===== src/design/olst_pkg.sv =====
package olst_pkg;

   localparam int CAPACITY_DEFAULT   = 16;
   localparam int DATA_WIDTH_DEFAULT = 32;

   // Action codes carried in the request beat.
   localparam logic [2:0] ACT_PUSH_FRONT = 3'd0;
   localparam logic [2:0] ACT_PUSH_BACK  = 3'd1;
   localparam logic [2:0] ACT_INSERT     = 3'd2;
   localparam logic [2:0] ACT_POP_FRONT  = 3'd3;
   localparam logic [2:0] ACT_POP_BACK   = 3'd4;
   localparam logic [2:0] ACT_REMOVE     = 3'd5;

   // Status codes carried in the response beat.
   localparam logic [2:0] ST_OK       = 3'd0;
   localparam logic [2:0] ST_RANGE    = 3'd1;
   localparam logic [2:0] ST_EMPTY    = 3'd2;
   localparam logic [2:0] ST_NOTFOUND = 3'd3;
   localparam logic [2:0] ST_FULL     = 3'd4;

   typedef struct packed {
      logic [2:0]  action;
      logic [3:0]  position;
      logic [31:0] value;
   } req_item_type;

   typedef struct packed {
      logic [2:0] status;
      logic [4:0] count;
   } rsp_item_type;

   // Broadcast controls shared by every cell of the chain.
   typedef struct packed {
      logic insert;    // open a gap at the slot and load the word there
      logic drop;      // close the gap where the hit chain is set
      logic match_en;  // cells compare their word against the search word
   } cell_ctrl_type;

endpackage


===== src/design/olst_cell.sv =====
module olst_cell #(
   parameter int DATA_WIDTH = 32,
   parameter int CNT_W      = 5,
   parameter int INDEX      = 0
) (
   input  logic                   clock,
   input  olst_pkg::cell_ctrl_type ctrl,
   input  logic [CNT_W-1:0]       slot,
   input  logic [CNT_W-1:0]       count,
   input  logic [DATA_WIDTH-1:0]  word,
   input  logic [DATA_WIDTH-1:0]  left_data,
   input  logic [DATA_WIDTH-1:0]  right_data,
   input  logic                   hit_in,
   output logic                   hit_out,
   output logic [DATA_WIDTH-1:0]  data
);
   import olst_pkg::*;

   localparam logic [CNT_W-1:0] MY_IDX = CNT_W'(INDEX);

   logic [DATA_WIDTH-1:0] data_ff;
   logic [DATA_WIDTH-1:0] data_in;
   logic                  match;

   // Only occupied cells may claim a match; the hit ripples toward the back.
   assign match   = ctrl.match_en && (MY_IDX < count) && (data_ff == word);
   assign hit_out = hit_in | match;

   always_comb begin
      data_in = data_ff;
      if (ctrl.insert) begin
         if (MY_IDX > slot) begin
            data_in = left_data;
         end else if (MY_IDX == slot) begin
            data_in = word;
         end
      end else if (ctrl.drop && hit_out) begin
         data_in = right_data;
      end
   end

   always_ff @(posedge clock) begin
      data_ff <= data_in;
   end

   assign data = data_ff;

endmodule


===== src/design/ordered_list_engine.sv =====
// Channel   Direction  Handshake            Beat contents
// req_*     in         req_valid/req_stall  action, position, value
// rsp_*     out        rsp_valid/rsp_stall  status, count after the action
//
// The row of cells shifts, loads or holds at the edge where the beat is
// accepted. The response register loads at that same edge, so the response
// beat is offered from the next cycle on. A new request is taken in every
// cycle while responses drain.
// Reset clears the element count and the response valid; the cell words
// are left as they are. A stalled response holds and stalls the request
// side until it is taken.
module ordered_list_engine #(
   parameter int CAPACITY   = olst_pkg::CAPACITY_DEFAULT,
   parameter int DATA_WIDTH = olst_pkg::DATA_WIDTH_DEFAULT
) (
   input  logic                  clock,
   input  logic                  reset,
   input  logic                  req_valid,
   output logic                  req_stall,
   input  olst_pkg::req_item_type req_item,
   output logic                  rsp_valid,
   input  logic                  rsp_stall,
   output olst_pkg::rsp_item_type rsp_item
);
   import olst_pkg::*;

   // Count width holds CAPACITY itself; the compare width also covers the
   // four bit position field.
   localparam int CNT_W = $clog2(CAPACITY + 1);
   localparam int CMP_W = (CNT_W > 5) ? CNT_W : 5;
   localparam logic [CNT_W-1:0] CAP_CNT = CNT_W'(CAPACITY);

   logic [CNT_W-1:0]      cnt_ff;
   logic [CNT_W-1:0]      cnt_in;
   logic                  rsp_valid_ff;
   logic                  rsp_valid_in;
   rsp_item_type          rsp_item_ff;
   rsp_item_type          rsp_item_in;

   logic                  go;
   logic                  full;
   logic                  empty;
   logic [DATA_WIDTH-1:0] word;
   logic [CMP_W-1:0]      pos_ext;
   logic [CMP_W-1:0]      cnt_ext;
   logic [CMP_W-1:0]      pos_next;
   logic [CNT_W-1:0]      slot;
   logic [2:0]            status;
   cell_ctrl_type         ctrl;
   logic                  chain_start;
   logic                  any_hit;
   logic [4:0]            cnt_in_lo;
   logic [4:0]            cnt_ff_lo;

   logic [DATA_WIDTH-1:0] cell_data [CAPACITY];
   logic                  hit [CAPACITY+1];

   assign go    = req_valid && !req_stall;
   assign full  = (cnt_ff == CAP_CNT);
   assign empty = (cnt_ff == '0);

   // The data word is the low DATA_WIDTH bits of value, zero-padded past 32.
   generate
      if (DATA_WIDTH <= 32) begin : g_word_narrow
         assign word = req_item.value[DATA_WIDTH-1:0];
      end else begin : g_word_wide
         assign word = {{(DATA_WIDTH-32){1'b0}}, req_item.value};
      end
      if (CNT_W >= 5) begin : g_cnt_wide
         assign cnt_in_lo = cnt_in[4:0];
         assign cnt_ff_lo = cnt_ff[4:0];
      end else begin : g_cnt_narrow
         assign cnt_in_lo = {{(5-CNT_W){1'b0}}, cnt_in};
         assign cnt_ff_lo = {{(5-CNT_W){1'b0}}, cnt_ff};
      end
   endgenerate

   assign pos_ext  = CMP_W'(req_item.position);
   assign cnt_ext  = CMP_W'(cnt_ff);
   assign pos_next = pos_ext + CMP_W'(1);

   // Decode the action. Cell controls are gated by the accept so the row
   // holds while no beat is taken. The search (match_en) runs ungated so the
   // hit result is known before the drop decision.
   always_comb begin
      status         = ST_OK;
      cnt_in         = cnt_ff;
      slot           = '0;
      ctrl.insert    = 1'b0;
      ctrl.drop      = 1'b0;
      ctrl.match_en  = 1'b0;
      chain_start    = 1'b0;
      case (req_item.action)
         ACT_PUSH_FRONT: begin
            if (full) begin
               status = ST_FULL;
            end else begin
               ctrl.insert = go;
               cnt_in      = cnt_ff + CNT_W'(1);
            end
         end
         ACT_PUSH_BACK: begin
            if (full) begin
               status = ST_FULL;
            end else begin
               ctrl.insert = go;
               slot        = cnt_ff;
               cnt_in      = cnt_ff + CNT_W'(1);
            end
         end
         ACT_INSERT: begin
            // The range check comes before the fullness check.
            if (pos_ext >= cnt_ext) begin
               status = ST_RANGE;
            end else if (full) begin
               status = ST_FULL;
            end else begin
               ctrl.insert = go;
               slot        = pos_next[CNT_W-1:0];
               cnt_in      = cnt_ff + CNT_W'(1);
            end
         end
         ACT_POP_FRONT: begin
            if (empty) begin
               status = ST_EMPTY;
            end else begin
               // Seeding the hit chain shifts every cell toward the front.
               chain_start = 1'b1;
               ctrl.drop   = go;
               cnt_in      = cnt_ff - CNT_W'(1);
            end
         end
         ACT_POP_BACK: begin
            if (empty) begin
               status = ST_EMPTY;
            end else begin
               cnt_in = cnt_ff - CNT_W'(1);
            end
         end
         ACT_REMOVE: begin
            ctrl.match_en = 1'b1;
            if (empty) begin
               status = ST_EMPTY;
            end else if (!any_hit) begin
               status = ST_NOTFOUND;
            end else begin
               ctrl.drop = go;
               cnt_in    = cnt_ff - CNT_W'(1);
            end
         end
         default: begin
            // Unused action codes leave the list alone and report ok.
         end
      endcase
   end

   // The hit chain enters at the front cell and leaves past the back cell;
   // for a removal its last stage tells whether any occupied cell matched.
   assign hit[0]  = chain_start;
   assign any_hit = hit[CAPACITY];

   generate
      for (genvar k = 0; k < CAPACITY; k++) begin : g_cell
         logic [DATA_WIDTH-1:0] left_w;
         logic [DATA_WIDTH-1:0] right_w;
         if (k == 0) begin : g_first
            assign left_w = word;
         end else begin : g_mid_l
            assign left_w = cell_data[k-1];
         end
         if (k == CAPACITY - 1) begin : g_last
            assign right_w = word;
         end else begin : g_mid_r
            assign right_w = cell_data[k+1];
         end
         olst_cell #(
            .DATA_WIDTH (DATA_WIDTH),
            .CNT_W      (CNT_W),
            .INDEX      (k)
         ) u_cell (
            .clock      (clock),
            .ctrl       (ctrl),
            .slot       (slot),
            .count      (cnt_ff),
            .word       (word),
            .left_data  (left_w),
            .right_data (right_w),
            .hit_in     (hit[k]),
            .hit_out    (hit[k+1]),
            .data       (cell_data[k])
         );
      end
   endgenerate

   // The response register frees itself when its beat is taken, so the
   // request side only stalls while a response is held back.
   assign req_stall = rsp_valid_ff && rsp_stall;

   always_comb begin
      rsp_valid_in = rsp_valid_ff;
      rsp_item_in  = rsp_item_ff;
      if (go) begin
         rsp_valid_in       = 1'b1;
         rsp_item_in.status = status;
         rsp_item_in.count  = cnt_in_lo;
      end else if (!rsp_stall) begin
         rsp_valid_in = 1'b0;
      end
   end

   always_ff @(posedge clock) begin
      if (reset) begin
         cnt_ff       <= '0;
         rsp_valid_ff <= 1'b0;
      end else begin
         if (go) begin
            cnt_ff <= cnt_in;
         end
         rsp_valid_ff <= rsp_valid_in;
      end
      rsp_item_ff <= rsp_item_in;
   end

   assign rsp_valid = rsp_valid_ff;
   assign rsp_item  = rsp_item_ff;

   // The element count never passes the capacity of the cell row.
   a_cnt_bound: assert property (@(posedge clock) disable iff (reset)
      cnt_ff <= CAP_CNT)
      else $error("element count above capacity");

   // Every accepted request beat leaves a response waiting.
   a_rsp_follows: assert property (@(posedge clock) disable iff (reset)
      go |=> rsp_valid_ff)
      else $error("accepted request gave no response");

   // A held response reports the count that the list now holds.
   a_rsp_count: assert property (@(posedge clock) disable iff (reset)
      rsp_valid_ff |-> (rsp_item_ff.count == cnt_ff_lo))
      else $error("response count differs from list count");

   // A full status is only given while the row is full.
   a_full_status: assert property (@(posedge clock) disable iff (reset)
      (rsp_valid_ff && (rsp_item_ff.status == ST_FULL)) |-> (cnt_ff == CAP_CNT))
      else $error("full status while not full");

   // A successful front push grows the list by one.
   a_push_grows: assert property (@(posedge clock) disable iff (reset)
      (go && (req_item.action == ACT_PUSH_FRONT) && !full)
      |=> (cnt_ff == $past(cnt_ff) + CNT_W'(1)))
      else $error("front push did not grow the list");

endmodule


===== config.mk =====
export PLATFORM = sky130hd
export DESIGN_NAME = ordered_list_engine
export DESIGN_NICKNAME = d
export VERILOG_FILES = /design/src/design/olst_pkg.sv /design/src/design/olst_cell.sv /design/src/design/ordered_list_engine.sv
export SDC_FILE = /design/constraint.sdc
export NUM_CORES = 2
export LEC_CHECK = 0
export BUFFER_PORTS_ARGS = -buffer_cell sky130_fd_sc_hd__buf_2
export CAP_MARGIN = 20
export CORE_MARGIN = 2
export CORE_UTILIZATION = 60
export CTS_BUF_LIST = sky130_fd_sc_hd__clkbuf_8
export CTS_CLUSTER_DIAMETER = 60
export DETAILED_ROUTE_END_ITERATION = 8
export PLACE_DENSITY_LB_ADDON = 0.2
export SLEW_MARGIN = 20
export SYNTH_ARGS = -nofsm -noshare
export SYNTH_HDL_FRONTEND = slang
export SYNTH_SLANG_ARGS = --single-unit

===== constraint.sdc =====
create_clock -name clock -period 5 [get_ports clock]
set_clock_uncertainty 0.15 [all_clocks]
set_input_delay 0.75 -clock clock [delete_from_list [all_inputs] [get_ports clock]]
set_output_delay 0.75 -clock clock [all_outputs]
set_load 0.01 [all_outputs]

== Yosys cells after proc, flatten, opt, wreduce, memory -nomap -nowiden ==
Index checks and enable logic that the tools add are counted.

* Register bits: 526
* Input port bits: 43
* Output and inout bits: 10
* Logic and storage cells: 306

* Add/subtract/negate cells: 3
* $lt $le $gt $ge: 33
* Equality and inequality tests: 54
* Multiplexer cells: 92
* Bitwise gates (word level): 16
* Reductions and logical operators: 88

{| class="wikitable"
|+ Operator list
! operator !! count
|-
| 32-bit two-way mux || 64
|-
| 32-bit equality test || 16
|-
| 1-bit logical AND || 50
|-
| 3-bit by 1-bit inequality test with 1-bit output (second input constant) || 16
|-
| 4-bit by 5-bit equality test with 1-bit output (first input constant) || 8
|-
| 4-bit by 5-bit greater-than comparator with 1-bit output (first input constant) || 8
|-
| 4-bit by 5-bit less-than comparator with 1-bit output (first input constant) || 8
|-
| 5-bit two-way mux || 8
|-
| 2-bit AND reduction || 16
|-
| 2-bit nonzero test || 16
|-
| 3-bit by 5-bit equality test with 1-bit output (first input constant) || 4
|-
| 3-bit by 5-bit greater-than comparator with 1-bit output (first input constant) || 4
|-
| 3-bit by 5-bit less-than comparator with 1-bit output (first input constant) || 4
|-
| 5-bit case mux with 4 select lines || 1
|-
| 1-bit OR || 16
|-
| 3-bit case mux with 4 select lines || 1
|-
| 2-bit by 5-bit equality test with 1-bit output (first input constant) || 2
|-
| 1-bit by 5-bit greater-than comparator with 1-bit output (first input constant) || 2
|-
| 2-bit by 5-bit greater-than comparator with 1-bit output (first input constant) || 2
|-
| 5-bit logical NOT || 2
|-
| 1-bit by 5-bit less-than comparator with 1-bit output (first input constant) || 2
|-
| 2-bit by 5-bit less-than comparator with 1-bit output (first input constant) || 2
|-
| 1-bit two-way mux || 10
|-
| 5-bit case mux with 2 select lines || 1
|-
| 16 further kinds || 23
|}

== Longest topological paths before layout ==
* Depth after elaboration: 26
* Depth in mapped cells: 16
* Depth with buffers taken out: 13

== Cells and area by module ==
From an unflattened synthesis, not the netlist that was laid out.

* Cells, all modules: 3193
* Area total of the unflattened synthesis: 33855.0 um^2

{| class="wikitable"
|+ By module, submodules not included
! module !! times used !! cells each !! area an instance (um^2) !! sequential area each (um^2)
|-
| olst_cell at g_cell[10].u_cell || 1 || 195 || 2094.5 || 960.9
|-
| olst_cell at g_cell[13].u_cell || 1 || 195 || 2080.7 || 960.9
|-
| olst_cell at g_cell[14].u_cell || 1 || 194 || 2075.7 || 960.9
|-
| olst_cell at g_cell[9].u_cell || 1 || 193 || 2067.0 || 960.9
|-
| olst_cell at g_cell[8].u_cell || 1 || 194 || 2060.7 || 960.9
|-
| olst_cell at g_cell[6].u_cell || 1 || 199 || 2059.5 || 960.9
|-
| olst_cell at g_cell[3].u_cell || 1 || 189 || 2057.0 || 960.9
|-
| olst_cell at g_cell[12].u_cell || 1 || 197 || 2055.7 || 960.9
|-
| olst_cell at g_cell[1].u_cell || 1 || 190 || 2053.2 || 960.9
|-
| olst_cell at g_cell[4].u_cell || 1 || 194 || 2050.7 || 960.9
|-
| olst_cell at g_cell[11].u_cell || 1 || 198 || 2047.0 || 960.9
|-
| olst_cell at g_cell[2].u_cell || 1 || 190 || 2047.0 || 960.9
|-
| olst_cell at g_cell[5].u_cell || 1 || 201 || 2047.0 || 960.9
|-
| olst_cell at g_cell[7].u_cell || 1 || 190 || 2037.0 || 960.9
|-
| +3 rows || -- || -- || -- || --
|}

== Worst setup path after synthesis ==
OpenSTA, ideal clock, no wires.

* Path type: input to register
* Start: input port req_item[20] (netlist bit)
* End: register g_cell[14].u_cell.data_ff[0], enable pin
* Setup time: 0.428 ns
* Arrival: 4.596 ns
* Data required time: 4.422 ns
* Path slack: -0.174 ns
* Cell stages on the path: 14
* Path buffers: 4
* Cells stage by stage: clkbuf_1 buf_4 xnor2_1 nand4_1 nor4_1 nand4_1 o41ai_1 nor4b_1 and4_1 buf_6 or3_1 and2_4 buf_6 o21bai_1

* Cells in the longest elaborated chain, start to end: 24
* Elaborated cells on any way between the ends: 54
* Those cells by class: eq/ne: 16; mux: 3; bitwise: 16; reduce/logical: 19

{| class="wikitable"
|+ RTL lines
! what !! line !! text
|-
| start: declaration || ordered_list_engine.sv:20 || <nowiki>input olst_pkg::req_item_type req_item,</nowiki>
|-
| 32-bit equality test || olst_cell.sv:26 || <nowiki>assign match = ctrl.match_en && (MY_IDX < count) && (data_ff == word);</nowiki>
|-
| 1-bit logical AND || olst_cell.sv:26 ||
|-
| 1-bit OR (16 in a row) || olst_cell.sv:27 || <nowiki>assign hit_out = hit_in | match;</nowiki>
|-
| 1-bit two-way mux || ordered_list_engine.sv:144 || <nowiki>end else if (!any_hit) begin</nowiki>
|-
| 1-bit two-way mux || ordered_list_engine.sv:142 || <nowiki>if (empty) begin</nowiki>
|-
| 1-bit case mux with 2 select lines || ordered_list_engine.sv:93 || <nowiki>case (req_item.action)</nowiki>
|-
| 1-bit logical AND (*) || olst_cell.sv:37 || <nowiki>end else if (ctrl.drop && hit_out) begin</nowiki>
|-
| 2-bit nonzero test (no source line) (*) || -- ||
|-
| 2-bit AND reduction (no source line) (*) || -- ||
|-
| end signal: assignment || olst_cell.sv:43 || <nowiki>data_ff <= data_in;</nowiki>
|-
| end: declaration || olst_cell.sv:21 || <nowiki>logic [DATA_WIDTH-1:0] data_ff;</nowiki>
|}

Mark *: on every way between the ends. The rest lies on a longest branch, timed or not.
A chain may end at the register's enable or synchronous reset.

== Worst setup path in the final report ==
* Start: register cnt_ff[0] (netlist: cnt_ext[0])
* End: register g_cell[4].u_cell.data_ff[19], enable pin

* Cells in the longest elaborated chain, start to end: 25
* Elaborated cells on any way between the ends: 86
* Those cells by class: order compare: 18; eq/ne: 3; mux: 13; bitwise: 16; reduce/logical: 36

{| class="wikitable"
|+ RTL lines
! what !! line !! text
|-
| start: declaration || ordered_list_engine.sv:33 || <nowiki>logic [CNT_W-1:0] cnt_ff;</nowiki>
|-
| start signal: assignment || ordered_list_engine.sv:217 || <nowiki>cnt_ff <= cnt_in;</nowiki>
|-
| 1-bit by 5-bit less-than comparator with 1-bit output or 5-bit logical NOT (tied branches) || olst_cell.sv:26, ordered_list_engine.sv:60 ||
|-
| 1-bit logical AND or 1-bit two-way mux (tied branches) || olst_cell.sv:26, ordered_list_engine.sv:124 ||
|-
| 1-bit logical AND or 1-bit two-way mux (tied branches) || olst_cell.sv:26, ordered_list_engine.sv:93 ||
|-
| 1-bit OR (16 in a row) || olst_cell.sv:27 ||
|-
| 1-bit two-way mux || ordered_list_engine.sv:144 ||
|-
| 1-bit two-way mux || ordered_list_engine.sv:142 ||
|-
| 1-bit case mux with 2 select lines || ordered_list_engine.sv:93 ||
|-
| 1-bit logical AND || olst_cell.sv:37 ||
|-
| 2-bit nonzero test (no source line) || -- ||
|-
| 2-bit AND reduction (no source line) (*) || -- ||
|-
| end signal: assignment || olst_cell.sv:43 ||
|-
| end: declaration || olst_cell.sv:21 ||
|}

Marked as above.

==> results.md <==
- Status: finished, final reports clean
- Worst setup SP type: register
- Yosys cell types: 69
- Initial core utilization: 0.608
- R2R cell count: 11
- Pin count of the biggest net entering global routing: between 100 and 150
- Die Area: 57,700 µm²
- Hold-fix buffers at CTS: 0
- DRC errors left: 0
- Worst-path clk slew: 0.06 ns
- Die Y: 240 µm
- Vias per Instance: 6.56
- Syn Inst Count: 3,247
- CTS tree: yes
- GRT Overall Usage: 0.402
- Syn Area/Cell: 10.3 µm²
- CTS sink count: 526
- TritonCTS buffer count: 92
- Crit-path max FO: 32
- Area delta synth->final: 10.5%
- DRT Pass-1 Iters: 7
- Fin worst setup slack: approximately 0.36 ns
- Initial antenna violation count: 2
- Crit end category: register
- Power Dens Cells: 304 nW/µm²
- Crit path DAT: slightly below 5 ns
- CP Data Required Time: 5.28 ns
- Final setup viols: 0
- HPWL after DPL: roughly 84,000 µm
- Worst R2R Setup Slack: about 0.36 ns
- Proportion of layout cells with a drive suffix above 1: 0.123
- Worst IR Drop VDD: 0.192 mV
- FILL cells: 4,373
- Most frequent cells in the layout: nand2_1, edfxtp_1, o21ai_0
- Post-CTS setup buffers: 0
- Synthesized area: ~33,000 µm²
- WL/cell: roughly 28 µm
- Placer Congestion: 0.994
- Vias in the first global route: 25,800
- Worst-Margin Slew: 0.864 ns
- Max-slew headroom: 0.419
- Commonest non-fill, non-tap cell in the layout: nand2_1
- Slew Viols, Final: 0
- Vias post-DR: 26,900
- IO Port Bufs: 52
- Sequential share of the synthesized area: 0.470
- Area of the multi-input gates: 16,400 µm²
- Post_cts resized: 0
- Clk_lat worst skew: 0.71 ns
- Fin crit share: 0.928
- Max-cap violation count: 0
- Worst r2r dst: g_cell[4].u_cell.data[19]
- Final hold violation count: 0
- # rows: 86
- Hold_sp: req_valid
- Final Routed Wirelength: 117,000 µm
- Fmax achieved: approximately 0.22 GHz
- Asr flop ratio synth: 0
- Root buffer cell: clkbuf_8
- Setup TNS Final: 0 ns
- Antenna Violating Nets Remaining: 0
- EDFF count, synth: 520
- Die W: between 200 and 250 µm
- Nets: 3,324
- Place WS: 0.224 ns
- Crit Path Category: reg -> reg
- GRT overflow: 0
- Leakage: around 16 nW
- Post-Syn Nets: 3,300
- Fin crit period: ~4.6 ns
- Core ar.: 55,100 µm²
- Synth warn: 0
- RSZ-0062 raised after global routing: no
- FF+latch area: 15,700 µm²
- HP Class: in -> reg
- # IOs: 53
- R2R Path Start: cnt_ext[0]
- Synth Register Bits: roughly 530
- DR iter-0 viols: 4,102
- Hold EP: rsp_valid
- Ys flop type: edfxtp_1
- Global-route wire length before repair: 169,000 µm
- CTS H-Tree Depth: 3
- CTS max path bufs: 3
- Worst hold path depth: 3
area by class of cell:
type                       instances  area share
inverter                          13     0.00132
tap                              748      0.0253
clock buffer                      98      0.0365
antenna                            3    0.000203
clock inverter                    72     0.00879
sequential                       526       0.425
multi-input combinational       2406       0.442
timing repair buffer             232      0.0603
stage by stage:
stage	util	power [mW]	cells	hold WS (ns)	cell area, µm²
5_1_grt	0.671	11.6	4097	0.188	37000
3_5_place_dp	0.640	7.49	3924	0.419	35300
3_3_place_gp	0.640	7.45	3924	0.399	35300
2_1_floorplan	-	6.72	3247	0.393	33500
6_report	0.672	11.2	4098	0.194	37000
4_1_cts	0.671	11.2	4094	0.167	37000
state kept, by name, indices dropped and copies added, names as in the netlist:
| signal | cells |
|---|---|
| rsp_item | 8 |
| g_cell.u_cell.data | 512 |
| cnt_ext | 5 |
| rsp_valid | 1 |
worst max-delay path by stage:
stage                  from                         to  slack [ns]
2_1_floorplan  req_item[20]   g_cell[6].u_cell.data[0]        -0.1
3_3_place_gp   req_item[13]  g_cell[6].u_cell.data[18]        0.27
3_5_place_dp   req_item[13]  g_cell[6].u_cell.data[18]        0.22
4_1_cts          cnt_ext[0]  g_cell[4].u_cell.data[21]        0.52
5_1_grt          cnt_ext[0]  g_cell[4].u_cell.data[23]        0.35
6_report         cnt_ext[0]  g_cell[4].u_cell.data[19]        0.36
synthesized netlist by cell type (12+ instances only):
library cell  number  area [µm²]
xnor2_1          180        1580
edfxtp_1         520       15600
nand4_1           63         394
buf_4             12        90.1
nor2_1            44         165
nor3_1            15        75.1
nand3_1           21         105
clkbuf_1         154         578
xor2_1           336        2940
a21oi_1           15        75.1
inv_1             13        48.8
mux2_2            32         360
o21ai_1           13        65.1
o21ai_0          461        2310
mux2i_1          448        4480
nor4_1            91         569
nand2_1          588        2210
buf_2            102         510
buf_6             28         315
per-layer routing:
metal	wire, µm	GRT usage	vias to the layer above	share of wire
met5	0	0	-	0
met4	4810	0.162	0	0.041
met3	18000	0.143	313	0.15
met2	47900	0.562	2090	0.41
met1	45900	0.568	12900	0.39
li1	-	-	11600	-
critical path: stages (launching register included):
cell     delay, ns
dfxtp_1       0.47
or3_1         0.52
a21oi_1       0.45
nor4_1        0.12
and4_1        0.22
nor4_1        0.63
nor4b_1       0.60
and4_1        0.31
or3_1         0.16
and2_4        0.35
o22ai_2       0.16
buf_12        0.22
where the power goes:
part	total, mW	switching (mW)	internal [mW]
logic	2.03	1.28	0.752
registers	5.46	0.282	5.18
clock network	3.75	1.90	1.86
kinds of logic after synthesis:
| logic type | after synthesis | synth area share |
|---|---|---|
| adder cells (fa/ha/maj) | 10 | 0.00374 |
| flip-flops | 526 | 0.470 |
| AO/OA/AOI/OAI | 543 | 0.0866 |
| AND/OR/NAND/NOR | 857 | 0.113 |
| buffers and inverters | 315 | 0.0468 |
| XOR/XNOR | 516 | 0.135 |
| multiplexers | 480 | 0.145 |
Power figures use the tool's default switching activity.
